### src/rtl/gblit_pkg.sv
// Shared types and constants for the 8x8 glyph blitter.
package gblit_pkg;

  localparam int GlyphSize  = 8;
  localparam int FontStride = 128;
  localparam int FontDepth  = 16384;
  localparam int FontWords  = FontDepth / GlyphSize;
  localparam int WordAddrW  = $clog2(FontWords);
  localparam int LaneW      = $clog2(GlyphSize);
  localparam int RowStepW   = $clog2(FontStride / GlyphSize);

  typedef enum logic {
    OP_LOAD = 1'b0,
    OP_DRAW = 1'b1
  } op_t;

  typedef enum logic [1:0] {
    CFG_SCREEN_WIDTH  = 2'd0,
    CFG_SCREEN_HEIGHT = 2'd1,
    CFG_ROW_STRIDE    = 2'd2,
    CFG_BUFFER_BASE   = 2'd3
  } cfg_idx_t;

  typedef struct packed {
    op_t                operation;
    logic [13:0]        font_addr;
    logic [7:0]         font_byte;
    logic signed [15:0] pos_x;
    logic signed [15:0] pos_y;
    logic [7:0]         char_code;
  } in_item_t;

  typedef struct packed {
    logic [31:0] dest_addr;
    logic [63:0] row_pixels;
    logic [7:0]  write_mask;
    logic        last_row;
  } out_item_t;

  typedef struct packed {
    logic [12:0] screen_width;
    logic [12:0] screen_height;
    logic [13:0] row_stride;
    logic [31:0] buffer_base;
  } cfg_t;

  typedef struct packed {
    logic                 en;
    logic [WordAddrW-1:0] addr;
    logic [LaneW-1:0]     lane;
    logic [7:0]           data;
  } mem_wr_t;

  typedef struct packed {
    logic                 en;
    logic [WordAddrW-1:0] addr;
  } mem_rd_t;

  typedef struct packed {
    logic        vld;
    logic [31:0] dest_addr;
    logic        last_row;
  } row_tag_t;

endpackage

### src/rtl/gblit_seq.sv
// Item sequencer: font loads, draw clipping, row address generation and read issue.
module gblit_seq
  import gblit_pkg::*;
(
  input  logic     clk,
  input  logic     rst,
  input  logic     item_valid,
  output logic     item_ready,
  input  in_item_t item,
  input  cfg_t     cfg,
  input  logic     issue_ok,
  output mem_wr_t  mem_wr,
  output mem_rd_t  mem_rd,
  output row_tag_t tag
);

  typedef enum logic [1:0] {
    S_IDLE,
    S_CHECK,
    S_ADDR,
    S_RUN
  } state_t;

  state_t             state;
  logic signed [15:0] px;
  logic signed [15:0] py;
  logic [7:0]         code;
  logic [28:0]        prod;
  logic [31:0]        addr;
  logic [2:0]         grow;
  logic [3:0]         rows_left;

  logic signed [17:0] px_w, py_w, w_lim, h_lim;
  logic               drop;
  logic [14:0]        frame_row;
  logic [2:0]         grow_start;
  logic               xfer;

  assign item_ready = (state == S_IDLE);
  assign xfer       = item_valid && item_ready;

  always_comb begin
    px_w       = $signed({{2{px[15]}}, px});
    py_w       = $signed({{2{py[15]}}, py});
    w_lim      = $signed({5'd0, cfg.screen_width}) - 18'sd8;
    h_lim      = $signed({5'd0, cfg.screen_height}) - 18'sd8;
    drop       = (py_w <= -18'sd8) || (py_w > h_lim) || px[15] || (px_w > w_lim);
    frame_row  = py[15] ? 15'd0 : py[14:0];
    grow_start = py[15] ? 3'(~py[2:0] + 3'd1) : 3'd0;
  end

  always_comb begin
    mem_wr.en   = xfer && (item.operation == OP_LOAD);
    mem_wr.addr = item.font_addr[13:LaneW];
    mem_wr.lane = item.font_addr[LaneW-1:0];
    mem_wr.data = item.font_byte;

    mem_rd.en   = (state == S_RUN) && issue_ok;
    mem_rd.addr = {code[7:4], grow, code[3:0]};

    tag.vld       = mem_rd.en;
    tag.dest_addr = addr;
    tag.last_row  = (rows_left == 4'd1);
  end

  always_ff @(posedge clk) begin
    if (rst) begin
      state <= S_IDLE;
    end else begin
      unique case (state)
        S_IDLE: begin
          if (xfer && item.operation == OP_DRAW) begin
            px    <= item.pos_x;
            py    <= item.pos_y;
            code  <= item.char_code;
            state <= S_CHECK;
          end
        end
        S_CHECK: begin
          prod      <= 29'({14'd0, frame_row} * {15'd0, cfg.row_stride});
          grow      <= grow_start;
          rows_left <= 4'd8 - {1'b0, grow_start};
          state     <= drop ? S_IDLE : S_ADDR;
        end
        S_ADDR: begin
          addr  <= cfg.buffer_base + {3'd0, prod} + {16'd0, px};
          state <= S_RUN;
        end
        S_RUN: begin
          if (issue_ok) begin
            addr      <= addr + {18'd0, cfg.row_stride};
            grow      <= grow + 3'd1;
            rows_left <= rows_left - 4'd1;
            if (rows_left == 4'd1) begin
              state <= S_IDLE;
            end
          end
        end
        default: state <= S_IDLE;
      endcase
    end
  end

  row_step_width_a: assert property (@(posedge clk) disable iff (rst)
    (state == S_RUN) |-> (rows_left != 4'd0))
    else $error("row counter empty while issuing");

  no_write_during_draw_a: assert property (@(posedge clk) disable iff (rst)
    mem_rd.en |-> !mem_wr.en)
    else $error("font write overlaps row read");

  last_row_ends_run_a: assert property (@(posedge clk) disable iff (rst)
    (tag.vld && tag.last_row) |=> (state == S_IDLE))
    else $error("draw continued past last row");

  localparam int RowStepCheck = RowStepW;

  glyph_row_field_a: assert property (@(posedge clk) disable iff (rst)
    mem_rd.en |-> (mem_rd.addr[RowStepCheck +: 3] == grow))
    else $error("glyph row misplaced in word address");

endmodule

### config.mk
export PLATFORM = sky130hd
export DESIGN_NAME = gblit_seq
export DESIGN_NICKNAME = d
export VERILOG_FILES = /design/src/rtl/gblit_pkg.sv /design/src/rtl/gblit_seq.sv
export SDC_FILE = /design/constraint.sdc
export NUM_CORES = 1
export LEC_CHECK = 0
export BUFFER_PORTS_ARGS = -buffer_cell sky130_fd_sc_hd__buf_2
export CORE_ASPECT_RATIO = 1.5
export CORE_MARGIN = 5
export CORE_UTILIZATION = 35
export CTS_BUF_LIST = sky130_fd_sc_hd__clkbuf_4
export CTS_CLUSTER_DIAMETER = 100
export DETAILED_ROUTE_END_ITERATION = 10
export SYNTH_ARGS = -nofsm -noshare
export SYNTH_HDL_FRONTEND = slang
export SYNTH_SLANG_ARGS = --single-unit
### constraint.sdc
create_clock -name clk -period 8.4 [get_ports clk]
set_input_delay 0.42 -clock clk [delete_from_list [all_inputs] [get_ports clk]]
set_output_delay 0.42 -clock clk [all_outputs]
set_load 0.02 [all_outputs]
Yosys cells after proc, flatten, opt, wreduce, memory -nomap -nowiden
Index checks and enable logic that the tools add are counted.

storage, ports and cells
  register bits = 110
  input port bits = 139
  output and inout bits = 70
  word-level logic and storage cells = 59

operators by class
  add/subtract/negate cells = 9
  multiply operators = 1
  order comparisons = 3
  equality and inequality tests = 7
  multiplexer cells = 13
  bitwise gates (word level) = 3
  reduce and logical (&&, ||, !) cells = 15

operators with widths
  cell                                                                                count
  32-bit case mux with 2 select lines                                                 1
  32-bit by 14-bit adder with 32-bit output                                           1
  32-bit by 16-bit adder with 32-bit output                                           1
  32-bit by 29-bit adder with 32-bit output                                           1
  16-bit by 14-bit > comparator with 1-bit output                                     2
  32-bit 2-to-1 mux                                                                   1
  15-bit by 14-bit multiplier with 29-bit output                                      1
  13-bit by 4-bit subtractor with 14-bit output (second input constant)               2
  16-bit by 4-bit less-or-equal comparator with 1-bit output (second input constant)  1
  15-bit 2-to-1 mux                                                                   1
  3-bit AND reduction                                                                 4
  2-bit 2-to-1 mux                                                                    4
  2-bit case mux with 4 select lines                                                  1
  4-bit case mux with 2 select lines                                                  1
  3-bit by 1-bit adder with 3-bit output (second input constant)                      2
  3-bit 2-to-1 mux                                                                    2
  3-bit case mux with 2 select lines                                                  1
  2-bit == test (second input constant)                                               2
  4-bit by 1-bit == test with 1-bit output (second input constant)                    1
  1-bit logical AND                                                                   4
  4-bit 2-to-1 mux                                                                    1
  2-bit != test (second input constant)                                               2
  2-bit nonzero test                                                                  2
  4-bit by 1-bit subtractor with 4-bit output (second input constant)                 1
  other kinds (8)                                                                     11

Longest topological paths before layout
Gate-level depths: netlist (run 1).

  depth after elaboration = 7
  depth in mapped cells = 25
  mapped depth without buffers = 23

Worst setup path after synthesis (run 1)
Ideal clock, no wire load.

  kind = register to register
  from = register py[15]
  to = register prod[25], data pin
  setup time = 176 ps
  data arrival time = 6289 ps
  data required time = 8224 ps
  slack = 1935 ps
  stages on the path, launching flop included = 25
  buffers on the path = 1
  clock period less this slack = 6465 ps
  cells stage by stage = edfxtp_1 clkbuf_1 nor2b_1 and2_1 fa_1 inv_1 fa_1 inv_1 fa_1 inv_1 fa_1 inv_1 fa_1 inv_1 fa_1 inv_1 ha_1 and4_1 a21o_1 a2111oi_2 o21ai_1 a21oi_1 o21ai_0 and4_1 nor4_1

on the way
  word-level cells in the longest chain between the ends = 2

ends and longest elaborated chain
  element                                         line             source
  start, declared                                 gblit_seq.sv:26  logic signed [15:0] py;
  start signal, assigned                          gblit_seq.sv:74  py <= item.pos_y;
  15-bit 2-to-1 mux                               gblit_seq.sv:48  frame_row = py[15] ? 15'd0 : py[14:0];
  15-bit by 14-bit multiplier with 29-bit output  gblit_seq.sv:80  prod <= 29'({14'd0, frame_row} * {15'd0, cfg.row_stride});
  end signal, assigned                            gblit_seq.sv:80
  end, declared                                   gblit_seq.sv:28  logic [28:0] prod;

No other way between the ends.
A chain may end at the register's enable or synchronous reset.

Worst setup path after layout (run 1)
Ends and elaborated chain as after synthesis.

==> results of run 1 <==
-- kinds of logic after synthesis --
group / count (synthesis)
multiplexers: 9
adder cells (fa/ha/maj): 359
XOR/XNOR: 89
AO/OA/AOI/OAI: 255
AND/OR/NAND/NOR: 481
flip-flops: 110
buffers and inverters: 286
-- flip-flops by register name, summed over array words and instances (netlist names), named ones only --
name       flops
grow           3
state          1
rows_left      4
px            16
code           8
py            16
addr          32
prod          29
-- layer usage --
metal	up-vias	global-route usage, %	routed length, um
met5	-	0	13
met4	2	6.380	1338
met3	72	1.642	1379
met2	254	35.45	23920
met1	5913	20.33	16580
li1	5643	-	-
-- power groups by stage --
stage / sequential (mW) / combinational [mW] / clock, mW
2_1_floorplan: 0.707 / 1.03 / 0
3_3_place_gp: 0.710 / 1.34 / 0
3_5_place_dp: 0.711 / 1.36 / 0
4_1_cts: 0.698 / 1.38 / 0.329
5_1_grt: 0.700 / 1.57 / 0.343
6_report: 0.698 / 1.37 / 0.317
-- timing repair --
action | in CTS | in global routing
hold endpoints to repair | 29 | 0
buffers inserted | 0 | 0
hold buffers | 29 | 0
-- final cells by class --
| class | instances | area, um^2 |
|---|---|---|
| multi-input cells | 1193 | 10770 |
| clock inverters | 4 | 72.57 |
| diodes | 1 | 2.502 |
| clock buffers | 10 | 75.07 |
| well taps | 570 | 713.2 |
| repair buffers | 215 | 1276 |
| fillers | 4228 | 25920 |
| inverters | 219 | 822.0 |
| flip-flops and latches | 110 | 3283 |
-- worst min-delay path by stage --
stage | from | endpoint | slack (ns) | cells after the start
global route | item[21] | py[13] | 0.04 | 1
detailed placement | item[26] | px[2] | 0.60 | 1
floorplan | rst | state[0] | 0.50 | 1
global placement | item[33] | px[9] | 0.60 | 1
finish | item[18] | py[10] | 0.06 | 1
CTS | item[18] | py[10] | 0.003 | 1
-- metrics by stage --
step | cells | setup WS, ns | util [%]
after floorplan | 1589 | 1.935 | -
after global placement | 2278 | 1.468 | 38.60
after detailed placement | 2278 | 1.311 | 38.60
after CTS | 2321 | 1.273 | 39.62
after global routing | 2322 | 0.6230 | 39.63
final | 2322 | 1.298 | 39.63
-- cell usage after synthesis, types with 3 or more instances --
library cell	count	area share, %
inv_1	219	5.4
ha_1	188	15
fa_1	171	23
nand2_1	170	4.2
and2_1	108	4.4
edfxtp_1	108	21
nor2_1	62	1.5
a21oi_1	61	2.0
xnor2_1	55	3.2
o21ai_0	51	1.7
a21o_1	40	2.0
clkbuf_1	39	0.96
xor2_1	34	2.0
nand3_1	26	0.86
buf_4	23	1.1
nor3_1	22	0.72
nor2b_1	18	0.74
nand4_1	15	0.62
nand2b_1	14	0.58
a211oi_1	12	0.59
and3_1	12	0.49
nor4_1	11	0.45
a31oi_1	10	0.41
o211ai_1	9	0.44
mux2i_1	8	0.53
o21a_1	8	0.40
o31ai_1	6	0.30
a211o_1	5	0.29
buf_1	5	0.12
o21bai_1	5	0.25
or3_1	5	0.21
a21boi_0	4	0.20
a221oi_1	4	0.23
and4_1	4	0.23
nand3b_1	4	0.20
o2111ai_1	4	0.23
a2111oi_0	3	0.17
a41oi_1	3	0.17
o31a_1	3	0.17
or4_1	3	0.15
-- critical path, stage by stage, from the launching register on --
cell and delay (ns):
edfxtp_1 0.46, buf_4 0.24, nor2b_1 0.57, and2_1 0.25, fa_1 0.18, inv_1 0.05, fa_1 0.49, inv_1 0.05
fa_1 0.50, inv_1 0.05, fa_1 0.47, inv_1 0.05, fa_1 0.52, inv_1 0.05, fa_1 0.52, inv_1 0.04
ha_1 0.36, and4_1 0.25, a21o_1 0.21, a2111oi_2 0.46, o21ai_1 0.22, a21oi_1 0.23, o21ai_0 0.18, and4_1 0.23
nor4_1 0.28
==> results.toml, run 1 <==
[pwr]
switchingPower_mw = 0.9973
switching_share_pct = 41.76
p_int_mw = 1.391
vdd_drop_max_v = 0.00008495
p_total_mw = 2.388
leakage_nw = 7.982
powerDensity_mw_per_mm2 = 140.4
p_clk_share_pct = 13.3
pwr-share-comb_pct = 57.5
pwr-share-seq_pct = 29.2

[clock_tree]
cts_buffers = 9
cts.sinks = 110
cts.repair.resized = 0
cts.reportedPaths.clkPinSlew_ns = 0.17
cts-htree-levels = 3
cts_root_buf = "clkbuf_4"
cts_buffer_depth = 2
cts_tree = "yes"
clk_latency_ns = 0.55

[sta]
fmax_mhz = 140.8
setup_viol = 0
fin_crit_sh_pct = 84.55
timing.hold.ws_ns = 0.06088
hold_viol = 0
tns_ns = 0
fin_skew_ns = 0.02401
period_needed_ns = 7.102
worst_pin_slew_ns = 0.9315
grt_setup_unrepaired = "false"
maxSlewHeadroom_pct = 37.77
maxSlewViolCount = 0

[floorplan]
die-area_mm2 = 0.04776
initial_core_util_pct = 35.38
core_mm2 = 0.04294
ios = 209
dieWidth_um = 180.1
rows = 93
die_h_um = 265.2

[worst_setup_path]
end_kind = "flop"
required_ns = 8.77
path_class = "reg -> reg"
r2r-end = "prod[25]"
crit_end = "prod[25]"
crit_start = "py[15]"
rr_startpoint = "py[15]"
worstPathMaxFanout = 20
critPathArrivalTime_ns = 7.47
reg2reg_slack_ns = 1.30
start_kind = "flop"
reg2reg_depth = 24

[synthesis]
syn_inst = 1589
synth_cell_type_count = 66
synth_edf_count = 108
synthMuxAreaShare_pct = 0.6012
synth_top_family_by_area = "adder cells"
async_flop_share_pct = 0
ys_ff_latch = 110
ys_warn_count = 0
synthAdderAreaFrac_pct = 38.01
ys_seq_area_share_pct = 21.61
synth_area_per_cell_um2 = 9.562
synthesis.nets = 2087
netlist_area_mm2 = 0.01519
yosys.area_share.xor_xnor_pct = 5.131
synth_flop_cell = "edfxtp_1"
synthSimpleGateAreaFrac_pct = 15.80
synth_compound_area_share_pct = 11.21

[route]
wl_um = 43230
drt_drc_violations_left = 0
vias = 11880
post_drt_wl_per_cell_um = 18.62
vias_per_cell = 5.118
ant_nets = 0
drt_iter0_drc = 570
first_pass_iters = 7

[grt]
grt_usage_pct = 18.10
grt_pass1_vias = 12680
grt_pass1_wl_um = 68810
gr-total-overflow = 0
grt_start_max_net_pins = 41
antenna_found_initial = 3

[placement]
port_buffers = 164
globalplace.congestion = 0.8847
dp_hpwl_um = 35690
dpl_cell_area_mm2 = 0.01657

[layout]
nNetsFinal = 2246
synthToLayoutAreaGrowth_pct = 11.99
layout_commonest_cell = "inv_1"
most-common-layout-cells = "inv_1 (219), ha_1 (188), fa_1 (171)"
final_cell_area_mm2 = 0.01702
final_layout_size_suffix_gt1_share_pct = 12.16

[outcome]
status = "complete, no violations"

[job]
drv_cap = 0

[worst_hold_path]
hp-class = "in -> reg"
Power figures use the tool's default switching activity.
==> run 2, diff against run 1 <==
==> constraint.sdc (replaced) <==
create_clock -name clk -period 6.7 [get_ports clk]
set_input_delay 0.335 -clock clk [delete_from_list [all_inputs] [get_ports clk]]
set_output_delay 0.335 -clock clk [all_outputs]
set_load 0.02 [all_outputs]
==> results.toml, run 2 (synthesis results as in run 1) <==
[clock_tree]
cts.sinks = 110
cts_buffers = 9
cts_buffer_depth = 2
cts_root_buf = "clkbuf_4"
cts-htree-levels = 3
cts.reportedPaths.clkPinSlew_ns = 0.19
cts_tree = "yes"
clk_latency_ns = 0.58

[route]
drt_drc_violations_left = 0
post_drt_wl_per_cell_um = 19.03
drt_iter0_drc = 623
vias_per_cell = 5.085
ant_nets = 0
vias = 12160
wl_um = 45500
first_pass_iters = 5

[worst_setup_path]
slowest_stage = "edfxtp_1"
worstPathCellList = "buf_6 > nor2b_1 > buf_6 > and2_1 > fa_1 > inv_1 > fa_1 > inv_1 > fa_1 > ha_4 > fa_1 > inv_1 > fa_1 > inv_1 > ha_1 > a211oi_1 > nor2_1 > a2111oi_4 > buf_4 > o21ai_2 > a21oi_2 > o31ai_2 > a221o_1 > xor2_1"
required_ns = 7.06
critPathMaxStageDelay_ns = 0.56
start_kind = "flop"
crit_family = "adder cells"
critPathArrivalTime_ns = 6.84
path_buf_inv = 7
end_kind = "flop"
worstPathMaxFanout = 8
critPathMostFrequentCell = "fa_1"
path_class = "reg -> reg"

[sta]
fin_skew_ns = 0.01279
maxSlewHeadroom_pct = 49.27
worst_pin_slew_ns = 0.7610
fin_crit_sh_pct = 96.68
hold_viol = 0
maxSlewViolCount = 0
fmax_mhz = 154.4
period_needed_ns = 6.478
setup_viol = 0

[floorplan]
die_h_um = 265.2
initial_core_util_pct = 35.38
ios = 209
core_mm2 = 0.04294
dieWidth_um = 180.1
die-area_mm2 = 0.04776
rows = 93

[pwr]
powerDensity_mw_per_mm2 = 180.1
p_total_mw = 3.178
vdd_drop_max_v = 0.0001156
leakage_nw = 8.308

[worst_hold_path]
hp-class = "in -> reg"

[layout]
final_cell_area_mm2 = 0.01764
layout_commonest_cell = "inv_1"
largest_reg_flops = 32
most-common-layout-cells = "inv_1 (219), ha_1 (185), fa_1 (171)"
final_layout_size_suffix_gt1_share_pct = 15.56
largestRegisters = "addr (32), prod (29)"
regMostFlops = "addr"
n_fill_cell = 4167
synthToLayoutAreaGrowth_pct = 16.12
nNetsFinal = 2312

[grt]
grt_start_max_net_pins = 41
grt_pass1_vias = 12960
gr-total-overflow = 0
antenna_found_initial = 3
grt_usage_pct = 18.78
grt_pass1_wl_um = 70720

[job]
drv_cap = 0

[placement]
dp_hpwl_um = 38260
dpl_cell_area_mm2 = 0.01696
port_buffers = 164
globalplace.congestion = 0.9171

[outcome]
status = "complete, no violations"
## run 2: changes by cell type in the layout (fill, tap and decap cells not counted), moves of 2 or more
cell and delta:
a21oi_2 +2, ha_4 +3, nor2b_2 +6, ha_1 -3
buf_4 +48, o21ai_0 -2, dlygate4sd3_1 +14, buf_6 +3
nor2b_1 -6, a21oi_1 -2, bufinv_16 -2, o21ai_2 +2
## run 2: worst paths after layout
check	to	cells past startpoint	slack (ns)	start
worst max-delay path	prod[27]	24	0.22	py[15]
worst min-delay path	flop	3	0.13	rst
worst max register to register	prod[27]	24	0.22	py[15]
worst min register to register	grow[0]	1	0.66	grow[0]
## run 2: report_power, final
| group | switching (mW) | internal [mW] | total [mW] |
|---|---|---|---|
| Combinational | 1.06 | 0.896 | 1.95 |
| Clock | 0.271 | 0.0775 | 0.349 |
| Sequential | 0.0176 | 0.858 | 0.875 |
| Total | 1.35 | 1.83 | 3.18 |
## run 2: area by class of cell
cell class | count | area [um^2] | share of cell area (%)
clock inverter | 7 | 48.80 | 0.2766
clock buffer | 9 | 67.56 | 0.3830
inverter | 219 | 822.0 | 4.660
timing repair buffer | 281 | 1831 | 10.38
sequential | 110 | 3283 | 18.61
multi-input combinational | 1193 | 10870 | 61.62
tap | 570 | 713.2 | 4.043
antenna | 2 | 5.005 | 0.02837
## run 2: worst reg2reg max path: cells and delay by family (launching register included)
family / cells / cell delay (ns)
adders and majority gates: 7 / 3.19
and+or+nand+nor: 3 / 0.39
DFF: 1 / 0.56
AOI/OAI and AO/OA: 6 / 1.27
buffers and inverters: 7 / 0.71
xor gates and xnor gates: 1 / 0.14
## run 2: metal layers
layer	global-route usage, %	vias up	share of wire (%)
li1	-	5780	-
met4	7.505	0	3.7
met1	20.83	6016	38
met3	2.148	83	3.8
met2	36.35	279	55
met5	0	-	0
## run 2: through the flow
stage	TNS, ns	util [%]	cells	setup WS, ns	hold slack [ns]
after floorplan	0	-	1589	0.2348	0.4137
after global placement	0	39.49	2327	0.1301	0.5111
after detailed placement	0	39.49	2327	0.01950	0.5131
after CTS	0	40.77	2386	0.04741	0.06942
after global routing	-0.001013	41.09	2391	-0.001013	0.1290
final	0	41.09	2391	0.2225	0.1302
## run 2: what timing repair did
| action | 4_1_cts | 5_1_grt |
|---|---|---|
| buffers inserted | 0 | 3 |
| gates resized for setup | 1 | 23 |
| endpoints found under the hold margin | 41 | 0 |
| setup endpoints to repair | 1 | 8 |
| pin swaps | 0 | 4 |
| hold buffers | 43 | 0 |
==> run 3, diff against run 2 <==
--- a/config.mk
+++ b/config.mk
@@ -8,10 +8,11 @@
 export BUFFER_PORTS_ARGS = -buffer_cell sky130_fd_sc_hd__buf_2
 export CORE_ASPECT_RATIO = 1.5
 export CORE_MARGIN = 5
-export CORE_UTILIZATION = 35
+export CORE_UTILIZATION = 55
 export CTS_BUF_LIST = sky130_fd_sc_hd__clkbuf_4
 export CTS_CLUSTER_DIAMETER = 100
 export DETAILED_ROUTE_END_ITERATION = 10
+export PLACE_DENSITY = 0.8
 export SYNTH_ARGS = -nofsm -noshare
 export SYNTH_HDL_FRONTEND = slang
 export SYNTH_SLANG_ARGS = --single-unit
==> constraint.sdc (replaced) <==
create_clock -name clk -period 5.9 [get_ports clk]
set_input_delay 0.295 -clock clk [delete_from_list [all_inputs] [get_ports clk]]
set_output_delay 0.295 -clock clk [all_outputs]
set_load 0.02 [all_outputs]
==> results.toml, run 3 (synthesis results as in run 1) <==
[sta]
maxSlewViolCount = 0
setup_viol = 8
grt_setup_unrepaired = "true"
worst_pin_slew_ns = 0.8046
tns_ns = -1.041
maxSlewHeadroom_pct = 45.90
period_needed_ns = 6.181
hold_viol = 0
fin_crit_sh_pct = 104.8
fmax_mhz = 161.8
fin_skew_ns = 0.05470
setup_ws_ns = -0.2810

[worst_setup_path]
r2r-end = "prod[27]"
worstPathMaxFanout = 7
reg2reg_depth = 22
critPathArrivalTime_ns = 6.55
start_kind = "flop"
rr_startpoint = "py[15]"
end_kind = "flop"
reg2reg_slack_ns = -0.28
required_ns = 6.27
path_class = "reg -> reg"

[layout]
most-common-layout-cells = "inv_1 (212), ha_1 (176), nand2_1 (170)"
synthToLayoutAreaGrowth_pct = 19.21
final_layout_size_suffix_gt1_share_pct = 21.10
largestRegisters = "addr (32), prod (29)"
layout_commonest_cell = "inv_1"
nNetsFinal = 2365
stdcell_count = 2215
regMostFlops = "addr"
largest_reg_flops = 32

[floorplan]
initial_core_util_pct = 55.81
die-area_mm2 = 0.03112
ios = 209
dieWidth_um = 145.7
die_h_um = 213.6
core_mm2 = 0.02722
rows = 74

[route]
first_pass_iters = 7
drt_drc_violations_left = 0
drt_iter0_drc = 730
post_drt_wl_per_cell_um = 18.62
vias = 12580
vias_per_cell = 5.680
wl_um = 41240
ant_nets = 0

[clock_tree]
clk_latency_ns = 0.58
cts-htree-levels = 3
cts_tree = "yes"
cts.sinks = 110
cts_buffer_depth = 2
cts.reportedPaths.clkPinSlew_ns = 0.21
cts_buffers = 9
cts_root_buf = "clkbuf_4"

[pwr]
leakage_nw = 8.640
powerDensity_mw_per_mm2 = 217.5
vdd_drop_max_v = 0.0001990

[worst_hold_path]
whs_path_depth = 4
whs_endpoint = "addr[30]"
hp-class = "in -> reg"
hp-start = "cfg[30]"

[grt]
grt_start_max_net_pins = 41
antenna_found_initial = 1
grt_pass1_wl_um = 65520
grt_pass1_vias = 13360
gr-total-overflow = 0
grt_usage_pct = 25.94

[placement]
port_buffers = 164
dp_hpwl_um = 33680
place_worst_setup_slack_ns = -0.2686
globalplace.congestion = 0.9812
placedCellCount = 2148

[outcome]
violations = "setup timing"
status = "finished, violations left"

[job]
drv_cap = 0
-- run 3: cell types whose count changed in the layout (fill, tap and decap cells not counted), moves of 7 or more --
cell | before | now
buf_4 | 70 | 116
buf_6 | 3 | 10
ha_1 | 185 | 176
ha_4 | 3 | 10
inv_1 | 219 | 212
inv_2 | 0 | 7
-- run 3: worst max-delay path by stage --
| stage | end | slack [ns] | start | cells past startpoint |
|---|---|---|---|---|
| final | prod[27] | -0.28 | py[15] | 22 |
| after global routing | prod[27] | -0.41 | py[15] | 24 |
| after CTS | prod[27] | -0.17 | py[15] | 22 |
| after detailed placement | prod[27] | -0.27 | py[15] | 23 |
| after global placement | prod[27] | -0.15 | py[15] | 22 |
| after floorplan | prod[28] | 0.005 | py[15] | 22 |
-- run 3: layer usage --
layer / wire (um) / vias to the layer above / track usage [%]
li1: - / 5894 / -
met1: 14910 / 6102 / 29.12
met2: 21860 / 446 / 47.55
met3: 2202 / 139 / 3.975
met4: 2267 / 0 / 13.61
met5: 0 / - / 0
-- run 3: report_power, final --
group | leakage, nW | internal (mW) | total (mW) | switching, mW
combinational | 7.57 | 1.23 | 2.55 | 1.32
sequential | 0.998 | 0.974 | 0.992 | 0.0181
clock | 0.0691 | 0.0976 | 0.394 | 0.297
total | 8.64 | 2.30 | 3.94 | 1.64
-- run 3: critical path: stages, from the launching register on --
cell and delay [ns]:
edfxtp_1 0.44, buf_6 0.19, nor2b_4 0.07, and2_4 0.16, fa_1 0.53, inv_1 0.05
fa_1 0.52, inv_1 0.05, fa_1 0.55, fa_1 0.46, fa_1 0.49, inv_1 0.05
fa_1 0.51, inv_2 0.05, ha_4 0.22, and4_4 0.19, a21o_1 0.20, a2111oi_4 0.33
o21ai_2 0.13, a21oi_2 0.24, o31ai_4 0.09, a221o_1 0.34, xor2_1 0.15
-- run 3: per-stage QoR --
stage	power, mW	cell area, um^2	util (%)	hold slack [ns]
2_1_floorplan	2.522	15350	-	0.3737
3_3_place_gp	3.134	17150	63.00	0.4719
3_5_place_dp	3.216	17150	63.00	0.4731
4_1_cts	3.724	17820	65.48	0.1165
5_1_grt	4.246	18110	66.54	0.1473
6_report	3.939	18110	66.54	0.1466
-- run 3: what timing repair did --
action / in CTS / in global routing
pin swaps: 15 / 51
endpoints found under the setup margin: 11 / 15
endpoints found under the hold margin: 41 / 0
gates resized for setup: 21 / 56
buffers inserted: 2 / 6
hold buffers: 42 / 0
gates cloned: 0 / 1
-- run 3: final cells by class --
type	instances	area, um^2
repair buffers	334	2250
multi-input cells	1193	11200
flip-flops and latches	110	3283
diodes	1	2.502
clock buffers	10	75.07
inverters	219	822.0
clock inverters	6	53.80
well taps	342	427.9
fillers	2042	9109
