===== src/rtl/gblit_pkg.sv =====
// Shared types and constants for the 8x8 glyph blitter.
package gblit_pkg;

  localparam int GlyphSize  = 8;
  localparam int FontStride = 128;
  localparam int FontDepth  = 16384;
  localparam int FontWords  = FontDepth / GlyphSize;
  localparam int WordAddrW  = $clog2(FontWords);
  localparam int LaneW      = $clog2(GlyphSize);
  localparam int RowStepW   = $clog2(FontStride / GlyphSize);

  typedef enum logic {
    OP_LOAD = 1'b0,
    OP_DRAW = 1'b1
  } op_t;

  typedef enum logic [1:0] {
    CFG_SCREEN_WIDTH  = 2'd0,
    CFG_SCREEN_HEIGHT = 2'd1,
    CFG_ROW_STRIDE    = 2'd2,
    CFG_BUFFER_BASE   = 2'd3
  } cfg_idx_t;

  typedef struct packed {
    op_t                operation;
    logic [13:0]        font_addr;
    logic [7:0]         font_byte;
    logic signed [15:0] pos_x;
    logic signed [15:0] pos_y;
    logic [7:0]         char_code;
  } in_item_t;

  typedef struct packed {
    logic [31:0] dest_addr;
    logic [63:0] row_pixels;
    logic [7:0]  write_mask;
    logic        last_row;
  } out_item_t;

  typedef struct packed {
    logic [12:0] screen_width;
    logic [12:0] screen_height;
    logic [13:0] row_stride;
    logic [31:0] buffer_base;
  } cfg_t;

  typedef struct packed {
    logic                 en;
    logic [WordAddrW-1:0] addr;
    logic [LaneW-1:0]     lane;
    logic [7:0]           data;
  } mem_wr_t;

  typedef struct packed {
    logic                 en;
    logic [WordAddrW-1:0] addr;
  } mem_rd_t;

  typedef struct packed {
    logic        vld;
    logic [31:0] dest_addr;
    logic        last_row;
  } row_tag_t;

endpackage


===== src/rtl/gblit_out.sv =====
// Result stage: read data capture, write mask, skid and output registers, issue credit.
module gblit_out
  import gblit_pkg::*;
(
  input  logic        clk,
  input  logic        rst,
  input  row_tag_t    tag,
  input  logic [63:0] rd_data,
  output logic        issue_ok,
  output logic        result_valid,
  input  logic        result_ready,
  output out_item_t   result
);

  logic        tag_vld;
  logic [31:0] tag_addr;
  logic        tag_last;
  logic        skid_vld;
  out_item_t   skid;
  out_item_t   fresh;
  logic        out_free;
  logic        xfer;
  logic [1:0]  occ;

  always_comb begin
    fresh.dest_addr  = tag_addr;
    fresh.row_pixels = rd_data;
    fresh.last_row   = tag_last;
    for (int i = 0; i < GlyphSize; i++) begin
      fresh.write_mask[i] = (rd_data[i*8 +: 8] != 8'd0);
    end
  end

  assign xfer     = result_valid && result_ready;
  assign out_free = !result_valid || result_ready;
  assign occ      = 2'(tag_vld) + 2'(skid_vld) + 2'(result_valid) - 2'(xfer);
  assign issue_ok = (occ <= 2'd1);

  always_ff @(posedge clk) begin
    if (rst) begin
      tag_vld      <= 1'b0;
      skid_vld     <= 1'b0;
      result_valid <= 1'b0;
    end else begin
      tag_vld <= tag.vld;
      if (out_free) begin
        if (skid_vld) begin
          result       <= skid;
          result_valid <= 1'b1;
          skid         <= fresh;
          skid_vld     <= tag_vld;
        end else begin
          result       <= fresh;
          result_valid <= tag_vld;
        end
      end else if (tag_vld) begin
        skid     <= fresh;
        skid_vld <= 1'b1;
      end
    end
    if (tag.vld) begin
      tag_addr <= tag.dest_addr;
      tag_last <= tag.last_row;
    end
  end

  skid_no_overflow_a: assert property (@(posedge clk) disable iff (rst)
    (tag_vld && result_valid && !result_ready) |-> !skid_vld)
    else $error("skid register overrun");

  skid_behind_out_a: assert property (@(posedge clk) disable iff (rst)
    skid_vld |-> result_valid)
    else $error("skid holds a row while output is empty");

  mask_matches_pixels_a: assert property (@(posedge clk) disable iff (rst)
    result_valid |-> (result.write_mask[0] == (result.row_pixels[7:0] != 8'd0)) &&
                     (result.write_mask[7] == (result.row_pixels[63:56] != 8'd0)))
    else $error("write mask disagrees with pixels");

endmodule


===== config.mk =====
export PLATFORM = sky130hd
export DESIGN_NAME = gblit_out
export DESIGN_NICKNAME = d
export VERILOG_FILES = /design/src/rtl/gblit_pkg.sv /design/src/rtl/gblit_out.sv
export SDC_FILE = /design/constraint.sdc
export NUM_CORES = 1
export LEC_CHECK = 0
export ABC_CLOCK_PERIOD_IN_PS = 8600
export BUFFER_PORTS_ARGS = -buffer_cell sky130_fd_sc_hd__buf_2
export CAP_MARGIN = 20
export CORE_MARGIN = 2
export CORE_UTILIZATION = 53
export CTS_CLUSTER_SIZE = 40
export DETAILED_ROUTE_END_ITERATION = 10
export HOLD_SLACK_MARGIN = 0.15
export PLACE_DENSITY = 0.85
export SLEW_MARGIN = 20
export SYNTH_ARGS = -nofsm -noshare
export SYNTH_HDL_FRONTEND = slang
export SYNTH_SLANG_ARGS = --single-unit
export TNS_END_PERCENT = 10

===== constraint.sdc =====
create_clock -name clk -period 8.6 [get_ports clk]
set_input_delay 1.29 -clock clk [delete_from_list [all_inputs] [get_ports clk]]
set_output_delay 1.29 -clock clk [all_outputs]
set_load 0.01 [all_outputs]

# After elaboration in Yosys (flattened, before gate mapping)
# Index checks and enable logic that the tools add are counted.
[word_totals]
elab_cells = 41
regBits = 246
out_inout_bits = 107
inputBits = 101
[op_classes]
bitwise_logic = 1
addsub = 3
order_cmp = 1
n_reduce_logical = 14
n_eq_ne = 1
muxes = 8
[ops]
columns = ["cell", "n"]
rows = [
  ["two-way mux 105 bit", 4],
  ["nonzero test 8 bit", 8],
  ["two-way mux 1 bit", 4],
  ["AND reduction 3 bit", 1],
  ["adder 1 x 1 -> 2 bit", 1],
  ["adder 2 x 1 -> 2 bit", 1],
  ["less-or-equal comparator 2 x 1 -> 1 bit (second input constant)", 1],
  ["inequality test 2 bit (second input constant)", 1],
  ["AND reduction 2 bit", 1],
  ["nonzero test 2 bit", 1],
  ["subtractor 2 x 1 -> 2 bit", 1],
  ["logical AND 1 bit", 1],
  ["logical NOT 1 bit", 1],
  ["logical OR 1 bit", 1],
  ["inverter 1 bit", 1],
]

# Longest topological paths before layout
# Gate-level depths: netlist of the first run.
[depth]
ltp_word = 4
depth_mapped = 6
mapped_depth_nobuf = 6

# Worst setup path after synthesis of the first run
# No wires, ideal clock.
[synth_path]
path_kind = "input-to-reg"
start = "input port result_ready"
end = "register skid[0] (netlist bit) (enable)"
arrival_time_ns = 6.667
stages = 3
required_time_ns = 7.995
slack_ns = 1.328
setup_time_ns = 0.605
path_buffers = 0
cell_sequence = "nor2b_1 -> nand2_1 -> a21oi_1"
[synth_via]
elab_chain_cells = 3
elab_cells_between_ends = 4
classes_between = "eq/ne: 1; reduce/logical: 3"
[synth_rtl]
columns = ["item", "line_no", "rtl"]
rows = [
  ["start, declared", "gblit_out.sv:11", "input logic result_ready,"],
  ["logical OR 1 bit (*)", "gblit_out.sv:35", "assign out_free = !result_valid || result_ready;"],
  ["inequality test 2 bit (no source line) / nonzero test 2 bit (equally long branches)", "-", ""],
  ["AND reduction 3 bit (no source line) (*)", "-", ""],
  ["end signal, assigned", "gblit_out.sv:50", "skid <= fresh;"],
  ["end signal, assigned", "gblit_out.sv:57", "skid <= fresh;"],
  ["end, declared", "gblit_out.sv:19", "out_item_t skid;"],
]
# Every way passes the cells marked *; elsewhere a longest branch is shown, timed or not.
# A chain may end at the register's enable or synchronous reset.

# Worst setup path after layout of the first run
[layout_path]
start = "input port result_ready"
end = "output port issue_ok"
[layout_via]
elab_chain_cells = 3
[layout_rtl]
columns = ["item", "line_no", "rtl"]
rows = [
  ["logical AND 1 bit", "gblit_out.sv:34", "assign xfer = result_valid && result_ready;"],
  ["subtractor 2 x 1 -> 2 bit", "gblit_out.sv:36", "assign occ = 2'(tag_vld) + 2'(skid_vld) + 2'(result_valid) - 2'(xfer);"],
  ["less-or-equal comparator 2 x 1 -> 1 bit", "gblit_out.sv:37", "assign issue_ok = (occ <= 2'd1);"],
  ["end, declared", "gblit_out.sv:9", "output logic issue_ok,"],
]
# No other way between the ends.

==> impl_table.tex, run 1 <==
\begin{tabular}{lr}
\hline
Metric & Value \\
\hline
\multicolumn{2}{l}{\textbf{Logic synthesis}} \\
\quad Count of flip-flops with a built-in enable after synthesis & 243 \\
\quad Simple-gate share of the synthesized area & roughly 1.9\% \\
\quad Seq/Total Area, Yosys & a little over 80\% \\
\quad Flip-flop and latch count after synthesis & 246 \\
\quad Xor and xnor fraction of the mapped netlist area & 0.09814\% \\
\quad Unique cell type count in the Yosys netlist & 18 \\
\quad Dominant combinational cell family by area after synthesis & multiplexers \\
\quad Net Count, Synth & 507 \\
\quad Post-synthesis share of cell area spent on full adders, half adders and majority gates & less than 1\% \\
\quad Share of cell area taken by muxes after synthesis & 14.01\% \\
\quad Cell Area, Synth & a little under 9000 um2 \\
\quad Average footprint of a synthesized cell & 22.09 um2 \\
\quad Cell count after synthesis & 404 \\
\quad Synthesis Warnings & 0 \\
\quad Compound-Gate Fraction of Synth Area & 0.2243\% \\
\quad Async set or reset register ratio after synthesis & 0\% \\
\quad Dominant register cell in the synthesized netlist & sky130\_fd\_sc\_hd\_\_edfxtp\_1 \\
\multicolumn{2}{l}{\textbf{Power and ir drop}} \\
\quad Power per cell area & 230.3 nW/um2 \\
\quad Pleak & 3.978 nW \\
\quad Worst IR Drop VDD & 212.7 uV \\
\multicolumn{2}{l}{\textbf{Critical path}} \\
\quad Number of cells traversed by the worst register-to-register path & 5 \\
\quad Crit-path cells & buf\_2 -> and2\_1 -> ha\_1 -> inv\_1 -> ha\_1 -> a21oi\_1 -> xor2\_1 -> buf\_2 \\
\quad Required time at the endpoint of the critical path & $\sim$7.3 ns \\
\quad Worst path depth & 8 \\
\quad Critical Path Sink & issue\_ok \\
\quad Element type at the critical path start & input port \\
\quad Worst Path Arrival & around 2.7 ns \\
\quad Cell family with most CP delay & adder cells \\
\quad Endpoint of the worst register-to-register path & skid[87] \\
\quad Buffering stage count on the worst path with inverters included & 3 \\
\quad CP startpoint & result\_ready \\
\quad Worst setup path category & in2out \\
\quad Setup crit end kind & output pin \\
\quad Peak per-stage delay on the critical path & 0.27 ns \\
\quad CP Max Fanout & 2 \\
\quad R2R Setup Slk & 5.73 ns \\
\quad Critical register-to-register path startpoint & result\_valid \\
\quad Crit path max-delay cell type & sky130\_fd\_sc\_hd\_\_ha\_1 \\
\multicolumn{2}{l}{\textbf{Clock network}} \\
\quad Clock tree sinks & approximately 250 \\
\quad Number of buffers on the longest clock path & 3 \\
\quad TritonCTS clock tree & done \\
\quad Reg clk slew, reported paths & 0.06 ns \\
\quad Latest clock arrival within the worst-skew pair & 0.50 ns \\
\quad Root buffer selected by CTS & sky130\_fd\_sc\_hd\_\_clkbuf\_16 \\
\quad Postcts setup bufs & 0 \\
\quad CTS H-Tree Depth & 1 \\
\quad Count of cells resized by post-cts repair & 0 \\
\quad Cts bufs inserted & 24 \\
\quad Hold-fix buffers, CTS & 0 \\
\multicolumn{2}{l}{\textbf{Place}} \\
\quad Final weighted congestion in routability-driven placement & 0.7784 \\
\quad Dpl hpwl & 10.93 mm \\
\quad Placed standard-cell area & 10200 um2 \\
\quad Worst slack at placement & between 4 and 5 ns \\
\quad \# port buffers & approximately 210 \\
\quad Number of cells in the design after placement & 823 \\
\multicolumn{2}{l}{\textbf{Finish}} \\
\quad Register area & 7361 um2 \\
\quad Fraction of final layout cells sized beyond drive strength 1 & 54.35\% \\
\quad Finished Layout Cells & between 800 and 900 \\
\quad Post-synthesis to final-layout area growth & 22.68\% \\
\quad Design area & 10950 um2 \\
\quad Leading cell types in the layout, fill and taps excluded & sky130\_fd\_sc\_hd\_\_edfxtp\_1 (243), sky130\_fd\_sc\_hd\_\_buf\_2 (207), sky130\_fd\_sc\_hd\_\_mux2\_2 (87), sky130\_fd\_sc\_hd\_\_clkbuf\_16 (25), sky130\_fd\_sc\_hd\_\_mux2\_4 (18) \\
\quad Final \#Nets & 732 \\
\quad Most common library cell in the layout ignoring fill and taps & sky130\_fd\_sc\_hd\_\_edfxtp\_1 \\
\quad Filler Cell Count & 1099 \\
\quad Area of the multi-input gates & 1494 um2 \\
\multicolumn{2}{l}{\textbf{STA}} \\
\quad Hold violation count in the final report & 0 \\
\quad Final period demand of the worst path & between 3 and 4 ns \\
\quad Max frequency & 250.3 MHz \\
\quad Worst max-slew margin expressed relative to the limit & 33.64\% \\
\quad Setup repair after global routing missed its margin & false \\
\quad Pins Over Slew Limit & 0 \\
\quad Fin crit share & between 40\% and 50\% \\
\quad Number of setup violations in the final report & 0 \\
\quad Transition at the pin with the smallest max-transition slack & 0.9954 ns \\
\quad TNS Setup & 0 ns \\
\quad Largest clock skew in the final design & 0.005763 ns \\
\quad Tightest hold margin & $\sim$0.44 ns \\
\quad Final WS setup & 4.605 ns \\
\multicolumn{2}{l}{\textbf{GRT}} \\
\quad Pin count of the biggest net entering global routing & between 70 and 80 \\
\quad Number of antenna violations at the first check in global routing & 2 \\
\quad Via count of the first global-routing pass & 4721 \\
\quad First-pass GRT wire length & 25.03 mm \\
\quad Overall global routing resource usage & 18.05\% \\
\quad Total congestion overflow & 0 \\
\multicolumn{2}{l}{\textbf{Worst hold path}} \\
\quad Hold Path Origin & tag\_addr[31] \\
\quad Min-Delay Path Depth & 0 \\
\quad Tightest Hold Check Type & reg2reg \\
\multicolumn{2}{l}{\textbf{Route}} \\
\quad Number of vias per cell & 5.340 \\
\quad Drt first-iter violations & $\sim$330 \\
\quad Number of detailed-route iterations in the first pass & 4 \\
\quad WL per Instance & 19.17 um \\
\quad Detailed Route WL & $\sim$17 mm \\
\quad Post-detailed-route count of antenna-violating nets & 0 \\
\quad Detailed-route via count & around 4600 \\
\quad Number of design rule violations left after detail routing & 0 \\
\multicolumn{2}{l}{\textbf{Floorplan}} \\
\quad Overall die area & $\sim$18000 um2 \\
\quad Die extent in x & 133.8 um \\
\quad Number of placement rows & 47 \\
\quad Vertical die dimension & 133.8 um \\
\quad Initial core utilization & 54.01\% \\
\quad Standard cell core area & roughly 17000 um2 \\
\quad \# IOs & between 200 and 250 \\
\multicolumn{2}{l}{\textbf{Run}} \\
\quad Maxcap violations & 0 \\
\multicolumn{2}{l}{\textbf{Outcome}} \\
\quad Run status & finished clean \\
\hline
\end{tabular}
==> report_power, final <==
group          internal [mW]  switching, mW  total [mW]
combinational         0.0642         0.0738       0.138
clock                  0.583          0.406       0.988
sequential              1.38         0.0187        1.40
total                   2.02          0.498        2.52
==> layer usage <==
metal	global-route usage, %	part of all wire [%]
met3	4.756	9.7
met5	0	0.078
met1	24.37	40
met2	29.37	48
met4	5.024	2.1
==> state kept, by name, summed over array words and instances (netlist names) <==
name / cells
result: 105
result_valid: 1
tag_addr: 32
tag_vld: 1
tag_last: 1
skid: 105
skid_vld: 1
==> layout make-up <==
type / instances / share of cell area (%)
Antenna cell: 1 / 0.02285
Clock buffer: 27 / 5.782
Clock inverter: 14 / 1.006
Inverter: 2 / 0.06856
Multi-Input combinational cell: 144 / 13.64
Sequential cell: 246 / 67.23
Tap cell: 220 / 2.514
Timing Repair Buffer: 211 / 9.736
==> metrics by stage <==
stage,power [mW],util (%)
floorplan,1.482,-
detailed placement,1.560,61.75
finish,2.522,66.26
CTS,2.548,66.25
global route,2.602,66.25
global placement,1.552,61.75
==> cells by family (layout without fill, tap and decap cells) <==
| logic type | Yosys count | in the layout |
|---|---|---|
| AO/OA/AOI/OAI | 4 | 4 |
| XOR/XNOR | 1 | 1 |
| adder cells (fa/ha/maj) | 2 | 2 |
| buffers and inverters | 14 | 254 |
| flip-flops | 246 | 246 |
| multiplexers | 105 | 105 |
| other | 0 | 1 |
| AND/OR/NAND/NOR | 32 | 32 |
==> worst register-to-register path, stage by stage, from the launching register on <==
cell and delay [ns]:
sky130_fd_sc_hd__dfxtp_1 0.38, sky130_fd_sc_hd__nor2b_1 0.42, sky130_fd_sc_hd__nand2_1 0.21, sky130_fd_sc_hd__a21oi_4 0.16, sky130_fd_sc_hd__buf_4 0.54, sky130_fd_sc_hd__buf_4 0.74
==> synthesized netlist by cell type, types with 2 or more instances <==
| cell | count | area [um2] |
|---|---|---|
| sky130_fd_sc_hd__nor2b_1 | 2 | 12.51 |
| sky130_fd_sc_hd__nor4_1 | 16 | 100.1 |
| sky130_fd_sc_hd__nor2_1 | 2 | 7.510 |
| sky130_fd_sc_hd__mux2_4 | 18 | 270.3 |
| sky130_fd_sc_hd__a21oi_1 | 3 | 15.01 |
| sky130_fd_sc_hd__mux2_2 | 87 | 979.7 |
| sky130_fd_sc_hd__inv_1 | 2 | 7.510 |
| sky130_fd_sc_hd__ha_1 | 2 | 25.02 |
| sky130_fd_sc_hd__nand2_1 | 9 | 33.78 |
| sky130_fd_sc_hd__buf_6 | 4 | 45.04 |
| sky130_fd_sc_hd__buf_2 | 8 | 40.04 |
| sky130_fd_sc_hd__dfxtp_1 | 3 | 60.06 |
| sky130_fd_sc_hd__edfxtp_1 | 243 | 7297 |
==> worst min-delay path by stage <==
stage,to,slack [ns]
after detailed placement,skid[104],0.43
after CTS,skid[104],0.45
after global routing,skid[85],0.47
final,skid[104],0.44
after floorplan,skid[0],0.42
after global placement,skid[80],0.42
No activity file was read; power rests on OpenSTA's default activity.
==> run 2, diff against run 1 <==
--- a/config.mk
+++ b/config.mk
@@ -5,15 +5,16 @@
 export SDC_FILE = /design/constraint.sdc
 export NUM_CORES = 1
 export LEC_CHECK = 0
-export ABC_CLOCK_PERIOD_IN_PS = 8600
+export ABC_AREA = 1
+export ABC_CLOCK_PERIOD_IN_PS = 3320
 export BUFFER_PORTS_ARGS = -buffer_cell sky130_fd_sc_hd__buf_2
 export CAP_MARGIN = 20
 export CORE_MARGIN = 2
-export CORE_UTILIZATION = 53
+export CORE_UTILIZATION = 48
 export CTS_CLUSTER_SIZE = 40
 export DETAILED_ROUTE_END_ITERATION = 10
 export HOLD_SLACK_MARGIN = 0.15
-export PLACE_DENSITY = 0.85
+export PLACE_DENSITY = 0.81
 export SLEW_MARGIN = 20
 export SYNTH_ARGS = -nofsm -noshare
 export SYNTH_HDL_FRONTEND = slang
==> constraint.sdc (replaced) <==
create_clock -name clk -period 3.32 [get_ports clk]
set_input_delay 0.498 -clock clk [delete_from_list [all_inputs] [get_ports clk]]
set_output_delay 0.498 -clock clk [all_outputs]
set_load 0.01 [all_outputs]
==> impl_table.tex, run 2 <==
\begin{tabular}{lr}
\hline
Metric & Value \\
\hline
\multicolumn{2}{l}{\textbf{Outcome}} \\
\quad Run status & finished clean \\
\multicolumn{2}{l}{\textbf{GRT}} \\
\quad Overall global routing resource usage & 17.99\% \\
\quad Number of antenna violations at the first check in global routing & 1 \\
\quad Total congestion overflow & 0 \\
\quad Via count of the first global-routing pass & 5527 \\
\quad Pin count of the biggest net entering global routing & 107 \\
\quad First-pass GRT wire length & 28.28 mm \\
\multicolumn{2}{l}{\textbf{Logic synthesis}} \\
\quad Cell taking the most area after synthesis & sky130\_fd\_sc\_hd\_\_edfxtp\_1 \\
\quad Most numerous cell in the Yosys netlist & sky130\_fd\_sc\_hd\_\_nand2\_1 \\
\quad Commonest cells post-synth & sky130\_fd\_sc\_hd\_\_nand2\_1 (325), sky130\_fd\_sc\_hd\_\_edfxtp\_1 (243), sky130\_fd\_sc\_hd\_\_nor2\_1 (38) \\
\quad Net Count, Synth & 766 \\
\quad Share of the synthesized area in the top cell type & approximately 80\% \\
\quad Count of flip-flops with a built-in enable after synthesis & about 240 \\
\quad Synthesis Warnings & 0 \\
\quad Async set or reset register ratio after synthesis & 0\% \\
\quad Average footprint of a synthesized cell & 13.68 um2 \\
\quad Top post-synthesis cells by area & sky130\_fd\_sc\_hd\_\_edfxtp\_1 (80\%), sky130\_fd\_sc\_hd\_\_nand2\_1 (13\%), sky130\_fd\_sc\_hd\_\_nor2\_1 (1.6\%), sky130\_fd\_sc\_hd\_\_buf\_6 (0.75\%), sky130\_fd\_sc\_hd\_\_dfxtp\_1 (0.66\%) \\
\quad Unique cell type count in the Yosys netlist & 16 \\
\quad Dominant register cell in the synthesized netlist & sky130\_fd\_sc\_hd\_\_edfxtp\_1 \\
\quad Flip-flop and latch count after synthesis & roughly 250 \\
\quad Cell Area, Synth & between 9000 and 10000 um2 \\
\quad Cell count after synthesis & around 660 \\
\quad Seq/Total Area, Yosys & 81.13\% \\
\multicolumn{2}{l}{\textbf{Clock network}} \\
\quad TritonCTS clock tree & done \\
\quad Count of cells resized by post-cts repair & 0 \\
\quad Number of buffers on the longest clock path & 3 \\
\quad Postcts setup bufs & 0 \\
\quad Clock tree sinks & around 250 \\
\quad Cts bufs inserted & 25 \\
\quad Reg clk slew, reported paths & 0.06 ns \\
\quad Hold-fix buffers, CTS & 0 \\
\quad CTS H-Tree Depth & 1 \\
\quad Latest clock arrival within the worst-skew pair & 0.50 ns \\
\quad Root buffer selected by CTS & sky130\_fd\_sc\_hd\_\_clkbuf\_16 \\
\multicolumn{2}{l}{\textbf{Power and ir drop}} \\
\quad Worst IR Drop VDD & 396.0 uV \\
\quad Share of total power in sequential cells & 54.1\% \\
\quad Switching share of power & 20.66\% \\
\quad Power per cell area & around 600 nW/um2 \\
\quad Clock power share & roughly two fifths \\
\quad Pleak & around 4.5 nW \\
\quad Internal power contribution & 5.326 mW \\
\quad Part of the power in combinational logic & under 10\% \\
\quad P\_sw & 1.387 mW \\
\quad Overall Power & 6.714 mW \\
\multicolumn{2}{l}{\textbf{STA}} \\
\quad Worst max-slew margin expressed relative to the limit & between 40\% and 50\% \\
\quad Final period demand of the worst path & about 2.6 ns \\
\quad Hold violation count in the final report & 0 \\
\quad Tightest hold margin & roughly 0.17 ns \\
\quad Fin crit share & 77.92\% \\
\quad Transition at the pin with the smallest max-transition slack & 0.8097 ns \\
\quad Setup repair after global routing missed its margin & false \\
\quad Pins Over Slew Limit & 0 \\
\quad Max frequency & 386.6 MHz \\
\quad Largest clock skew in the final design & approximately 0.0061 ns \\
\quad Number of setup violations in the final report & 0 \\
\multicolumn{2}{l}{\textbf{Floorplan}} \\
\quad Die extent in x & 141.5 um \\
\quad Number of placement rows & 50 \\
\quad Standard cell core area & 18640 um2 \\
\quad Initial core utilization & between 40\% and 50\% \\
\quad \# IOs & around 210 \\
\quad Overall die area & 20010 um2 \\
\quad Vertical die dimension & 141.5 um \\
\multicolumn{2}{l}{\textbf{Route}} \\
\quad Drt first-iter violations & 304 \\
\quad Post-detailed-route count of antenna-violating nets & 0 \\
\quad Number of design rule violations left after detail routing & 0 \\
\quad WL per Instance & between 15 and 20 um \\
\quad Number of detailed-route iterations in the first pass & 5 \\
\quad Detailed-route via count & 5597 \\
\quad Number of vias per cell & 4.931 \\
\quad Detailed Route WL & 18.55 mm \\
\multicolumn{2}{l}{\textbf{Finish}} \\
\quad Final \#Nets & $\sim$990 \\
\quad Fraction of final layout cells sized beyond drive strength 1 & 28.11\% \\
\quad Largest registers in the final layout & result: 105 flops, skid: 105 flops, tag\_addr: 32 flops \\
\quad Finished Layout Cells & 1135 \\
\quad Leading cell types in the layout, fill and taps excluded & sky130\_fd\_sc\_hd\_\_nand2\_1 (325), sky130\_fd\_sc\_hd\_\_edfxtp\_1 (243), sky130\_fd\_sc\_hd\_\_buf\_2 (207), sky130\_fd\_sc\_hd\_\_nor2\_1 (35), sky130\_fd\_sc\_hd\_\_clkbuf\_16 (25) \\
\quad Design area & 11140 um2 \\
\quad Post-synthesis to final-layout area growth & 22.82\% \\
\quad Filler Cell Count & around 1400 \\
\quad Most common library cell in the layout ignoring fill and taps & sky130\_fd\_sc\_hd\_\_nand2\_1 \\
\multicolumn{2}{l}{\textbf{Run}} \\
\quad Maxcap violations & 0 \\
\multicolumn{2}{l}{\textbf{Place}} \\
\quad \# port buffers & 207 \\
\quad Dpl hpwl & 11.70 mm \\
\quad Final weighted congestion in routability-driven placement & just over 0.8 \\
\quad Placed standard-cell area & 10300 um2 \\
\quad Number of cells in the design after placement & 1086 \\
\multicolumn{2}{l}{\textbf{Critical path}} \\
\quad Required time at the endpoint of the critical path & 2.82 ns \\
\quad CP Max Fanout & 57 \\
\quad Peak per-stage delay on the critical path & 0.76 ns \\
\quad Worst Path Arrival & 2.09 ns \\
\quad Worst setup path category & reg2out \\
\quad Crit-path cells & ha\_1 -> a21oi\_1 -> xor2\_1 -> buf\_2 \\
\quad Crit path max-delay cell type & sky130\_fd\_sc\_hd\_\_dfxtp\_4 \\
\quad Element type at the critical path start & register \\
\quad Setup crit end kind & output pin \\
\multicolumn{2}{l}{\textbf{Worst hold path}} \\
\quad Tightest Hold Check Type & in2reg \\
\hline
\end{tabular}
[run 2: path summary, 6_finish.rpt]
path                     from           end  slack (ns)  depth (start not counted)
hold / removal        tag[11]  tag_addr[10]        0.17                          1
setup reg to reg     skid_vld      skid[16]        1.12                          3
setup / recovery     skid_vld      issue_ok        0.73                          4
hold reg to reg   tag_addr[3]      skid[76]        0.45                          0
[run 2: cells by family after synthesis]
family / share of synthesized area (%)
AO/OA/AOI/OAI: 0.6070
XOR/XNOR: 0.09660
adder cells (fa/ha/maj): 0.2759
buffers and inverters: 2.194
flip-flops: 81.13
AND/OR/NAND/NOR: 15.70
[run 2: critical path: cells and delay by family (launching register included)]
| family | cells | cell delay, ns |
|---|---|---|
| XOR/XNOR | 1 | 0.16 |
| adder cells (fa/ha/maj) | 1 | 0.34 |
| flip-flops | 1 | 0.76 |
| AO/OA/AOI/OAI | 1 | 0.17 |
| buffers and inverters | 1 | 0.15 |
[run 2: power groups by stage]
stage | combinational (mW) | sequential, mW | clock [mW]
after floorplan | 0.120 | 3.74 | 0
after global placement | 0.365 | 3.69 | 0
after detailed placement | 0.378 | 3.70 | 0
after CTS | 0.381 | 3.63 | 2.75
after global routing | 0.421 | 3.65 | 2.86
final | 0.381 | 3.63 | 2.70
[run 2: final cells by class]
| cell class | instances | area [um2] | share of cell area [%] |
|---|---|---|---|
| sequential | 246 | 7361 | 66.09 |
| timing repair buffer | 217 | 1124 | 10.09 |
| tap | 234 | 292.8 | 2.629 |
| inverter | 7 | 31.28 | 0.2808 |
| clock buffer | 27 | 633.1 | 5.684 |
| antenna | 1 | 2.502 | 0.02247 |
| multi-input combinational | 387 | 1541 | 13.84 |
| clock inverter | 16 | 152.6 | 1.370 |
[run 2: through the flow]
stage / utilization, % / TNS [ns] / setup WS, ns
floorplan: - / -70.88 / -0.3584
global route: 59.75 / 0 / 0.6312
CTS: 59.45 / 0 / 0.6976
finish: 59.75 / 0 / 0.7332
detailed placement: 55.23 / 0 / 1.065
global placement: 55.23 / 0 / 1.041
[run 2: metal layers]
layer	routed length [um]	track usage, %	vias to the layer above
met3	1072	3.071	38
met4	597	7.000	0
li1	-	-	2708
met5	0	0	-
met2	9501	31.55	200
met1	7383	22.46	2651
==> run 3, diff against run 2 <==
--- a/config.mk
+++ b/config.mk
@@ -6,15 +6,15 @@
 export NUM_CORES = 1
 export LEC_CHECK = 0
 export ABC_AREA = 1
-export ABC_CLOCK_PERIOD_IN_PS = 3320
+export ABC_CLOCK_PERIOD_IN_PS = 2700
 export BUFFER_PORTS_ARGS = -buffer_cell sky130_fd_sc_hd__buf_2
 export CAP_MARGIN = 20
 export CORE_MARGIN = 2
-export CORE_UTILIZATION = 48
+export CORE_UTILIZATION = 53
 export CTS_CLUSTER_SIZE = 40
 export DETAILED_ROUTE_END_ITERATION = 10
 export HOLD_SLACK_MARGIN = 0.15
-export PLACE_DENSITY = 0.81
+export PLACE_DENSITY = 0.85
 export SLEW_MARGIN = 20
 export SYNTH_ARGS = -nofsm -noshare
 export SYNTH_HDL_FRONTEND = slang
==> constraint.sdc (replaced) <==
create_clock -name clk -period 2.7 [get_ports clk]
set_input_delay 0.405 -clock clk [delete_from_list [all_inputs] [get_ports clk]]
set_output_delay 0.405 -clock clk [all_outputs]
set_load 0.01 [all_outputs]
==> impl_table.tex, run 3 (synthesis gave the netlist of run 2 again) <==
\begin{tabular}{lr}
\hline
Metric & Value \\
\hline
\multicolumn{2}{l}{\textbf{Critical path}} \\
\quad Worst setup path category & reg2out \\
\quad Element type at the critical path start & register \\
\quad Endpoint of the worst register-to-register path & skid[99] \\
\quad R2R Setup Slk & 0.80 ns \\
\quad CP startpoint & result\_valid \\
\quad Critical register-to-register path startpoint & skid\_vld \\
\quad Required time at the endpoint of the critical path & 2.30 ns \\
\quad Critical Path Sink & issue\_ok \\
\quad CP Max Fanout & 5 \\
\quad Setup crit end kind & output pin \\
\quad Number of cells traversed by the worst register-to-register path & 3 \\
\quad Worst Path Arrival & 2.00 ns \\
\multicolumn{2}{l}{\textbf{Floorplan}} \\
\quad Overall die area & 18170 um2 \\
\quad Standard cell core area & $\sim$17000 um2 \\
\quad Die extent in x & 134.8 um \\
\quad Number of placement rows & 47 \\
\quad \# IOs & 208 \\
\quad Vertical die dimension & 134.8 um \\
\quad Initial core utilization & 54.49\% \\
\multicolumn{2}{l}{\textbf{Power and ir drop}} \\
\quad Power per cell area & 688.9 nW/um2 \\
\quad Clock power share & 39.0\% \\
\quad Overall Power & just over 8 mW \\
\quad Internal power contribution & 6.588 mW \\
\quad Switching share of power & 20.54\% \\
\quad Pleak & 4.888 nW \\
\quad Part of the power in combinational logic & 7.0\% \\
\quad Share of total power in sequential cells & 54.0\% \\
\quad Worst IR Drop VDD & 577.1 uV \\
\quad P\_sw & 1.703 mW \\
\multicolumn{2}{l}{\textbf{Place}} \\
\quad Worst slack at placement & $\sim$0.66 ns \\
\quad Dpl hpwl & 11.32 mm \\
\quad Placed standard-cell area & approximately 10000 um2 \\
\quad \# port buffers & just over 200 \\
\quad Final weighted congestion in routability-driven placement & 0.8531 \\
\quad Number of cells in the design after placement & roughly 1100 \\
\multicolumn{2}{l}{\textbf{STA}} \\
\quad Setup repair after global routing missed its margin & false \\
\quad Tightest hold margin & 0.1726 ns \\
\quad Worst max-slew margin expressed relative to the limit & 44.56\% \\
\quad Fin crit share & about nine tenths \\
\quad Hold violation count in the final report & 0 \\
\quad Max frequency & 416.0 MHz \\
\quad Transition at the pin with the smallest max-transition slack & 0.8316 ns \\
\quad Largest clock skew in the final design & 0.01235 ns \\
\quad Pins Over Slew Limit & 0 \\
\quad Final period demand of the worst path & 2.404 ns \\
\quad Number of setup violations in the final report & 0 \\
\quad Final WS setup & 0.2961 ns \\
\quad TNS Setup & 0 ns \\
\multicolumn{2}{l}{\textbf{Route}} \\
\quad Post-detailed-route count of antenna-violating nets & 0 \\
\quad Detailed Route WL & 20.43 mm \\
\quad WL per Instance & 16.81 um \\
\quad Detailed-route via count & 6133 \\
\quad Number of detailed-route iterations in the first pass & 5 \\
\quad Number of vias per cell & $\sim$5 \\
\quad Drt first-iter violations & 404 \\
\quad Number of design rule violations left after detail routing & 0 \\
\multicolumn{2}{l}{\textbf{Clock network}} \\
\quad Root buffer selected by CTS & sky130\_fd\_sc\_hd\_\_clkbuf\_16 \\
\quad Reg clk slew, reported paths & 0.06 ns \\
\quad CTS H-Tree Depth & 1 \\
\quad Clock tree sinks & 246 \\
\quad Number of buffers on the longest clock path & 3 \\
\quad Cts bufs inserted & 25 \\
\quad Count of cells resized by post-cts repair & 0 \\
\quad Latest clock arrival within the worst-skew pair & 0.50 ns \\
\quad TritonCTS clock tree & done \\
\multicolumn{2}{l}{\textbf{GRT}} \\
\quad First-pass GRT wire length & 30.86 mm \\
\quad Via count of the first global-routing pass & 6093 \\
\quad Total congestion overflow & 0 \\
\quad Number of antenna violations at the first check in global routing & 0 \\
\quad Pin count of the biggest net entering global routing & 92 \\
\quad Overall global routing resource usage & 22.16\% \\
\multicolumn{2}{l}{\textbf{Worst hold path}} \\
\quad Tightest Hold Check Type & in2reg \\
\multicolumn{2}{l}{\textbf{Run}} \\
\quad Maxcap violations & 0 \\
\multicolumn{2}{l}{\textbf{Outcome}} \\
\quad Run status & finished clean \\
\multicolumn{2}{l}{\textbf{Finish}} \\
\quad Design area & 12030 um2 \\
\quad Largest registers in the final layout & result: 105 flops, skid: 105 flops, tag\_addr: 32 flops \\
\quad Final \#Nets & 1081 \\
\quad Post-synthesis to final-layout area growth & 32.70\% \\
\quad Post-Route Utilization & 72.31\% \\
\quad Leading cell types in the layout, fill and taps excluded & sky130\_fd\_sc\_hd\_\_nand2\_1 (325), sky130\_fd\_sc\_hd\_\_edfxtp\_1 (243), sky130\_fd\_sc\_hd\_\_buf\_2 (207), sky130\_fd\_sc\_hd\_\_dlygate4sd3\_1 (97), sky130\_fd\_sc\_hd\_\_nor2\_1 (35) \\
\quad Finished Layout Cells & 1215 \\
\quad Most common library cell in the layout ignoring fill and taps & sky130\_fd\_sc\_hd\_\_nand2\_1 \\
\quad Fraction of final layout cells sized beyond drive strength 1 & roughly a quarter \\
\hline
\end{tabular}
run 3: cell count changes in the layout (fill, tap and decap cells not counted), sizes merged:
cell,before,now
clkbuf,27,36
dlygate4sd3,5,97
clkinv,11,5
bufinv,3,2
clkinvlp,2,0
buf,212,214
run 3: metal layers:
layer | vias to the layer above | part of all wire, % | track usage [%]
met2 | 314 | 52 | 39.54
met1 | 2850 | 37 | 26.43
li1 | 2900 | - | -
met5 | - | 0 | 0
met4 | 0 | 4.2 | 9.883
met3 | 69 | 7.1 | 3.829
run 3: worst min-delay path by stage:
stage / start / to / depth (start not counted)
after floorplan: tag_last / skid[0] / 0
after global routing: rst / result_valid / 2
after CTS: rst / result_valid / 2
after detailed placement: tag_addr[1] / skid[74] / 0
after global placement: tag_addr[28] / skid[101] / 0
final: rst / result_valid / 2
run 3: power by group through the flow:
stage	Sequential [mW]	Clock [mW]	Combinational (mW)
2_1_floorplan	4.60	0	0.147
3_3_place_gp	4.54	0	0.446
3_5_place_dp	4.55	0	0.463
4_1_cts	4.47	3.28	0.574
5_1_grt	4.49	3.44	0.638
6_report	4.47	3.23	0.583
run 3: critical path: stages (launching register included):
cell,delay [ns]
sky130_fd_sc_hd__dfxtp_2,0.34
sky130_fd_sc_hd__nand2_1,0.08
sky130_fd_sc_hd__inv_1,0.05
sky130_fd_sc_hd__ha_1,0.26
sky130_fd_sc_hd__inv_1,0.04
sky130_fd_sc_hd__ha_1,0.26
sky130_fd_sc_hd__a21oi_1,0.18
sky130_fd_sc_hd__xor2_1,0.15
sky130_fd_sc_hd__buf_2,0.14
run 3: cell type report:
cell class                      instances  area, um2
Antenna cell                            1      2.502
Clock buffer                           36      676.9
Clock inverter                          7      80.08
Fill cell                            1036       4608
Inverter                                7      28.78
Multi-Input combinational cell        387       1536
Sequential cell                       246       7362
Tap cell                              220      275.3
Timing Repair Buffer                  311       2072
run 3: repair_timing:
action	in CTS	in global routing
hold endpoints to repair	97	0
hold buffers	97	0
setup buffers	0	0
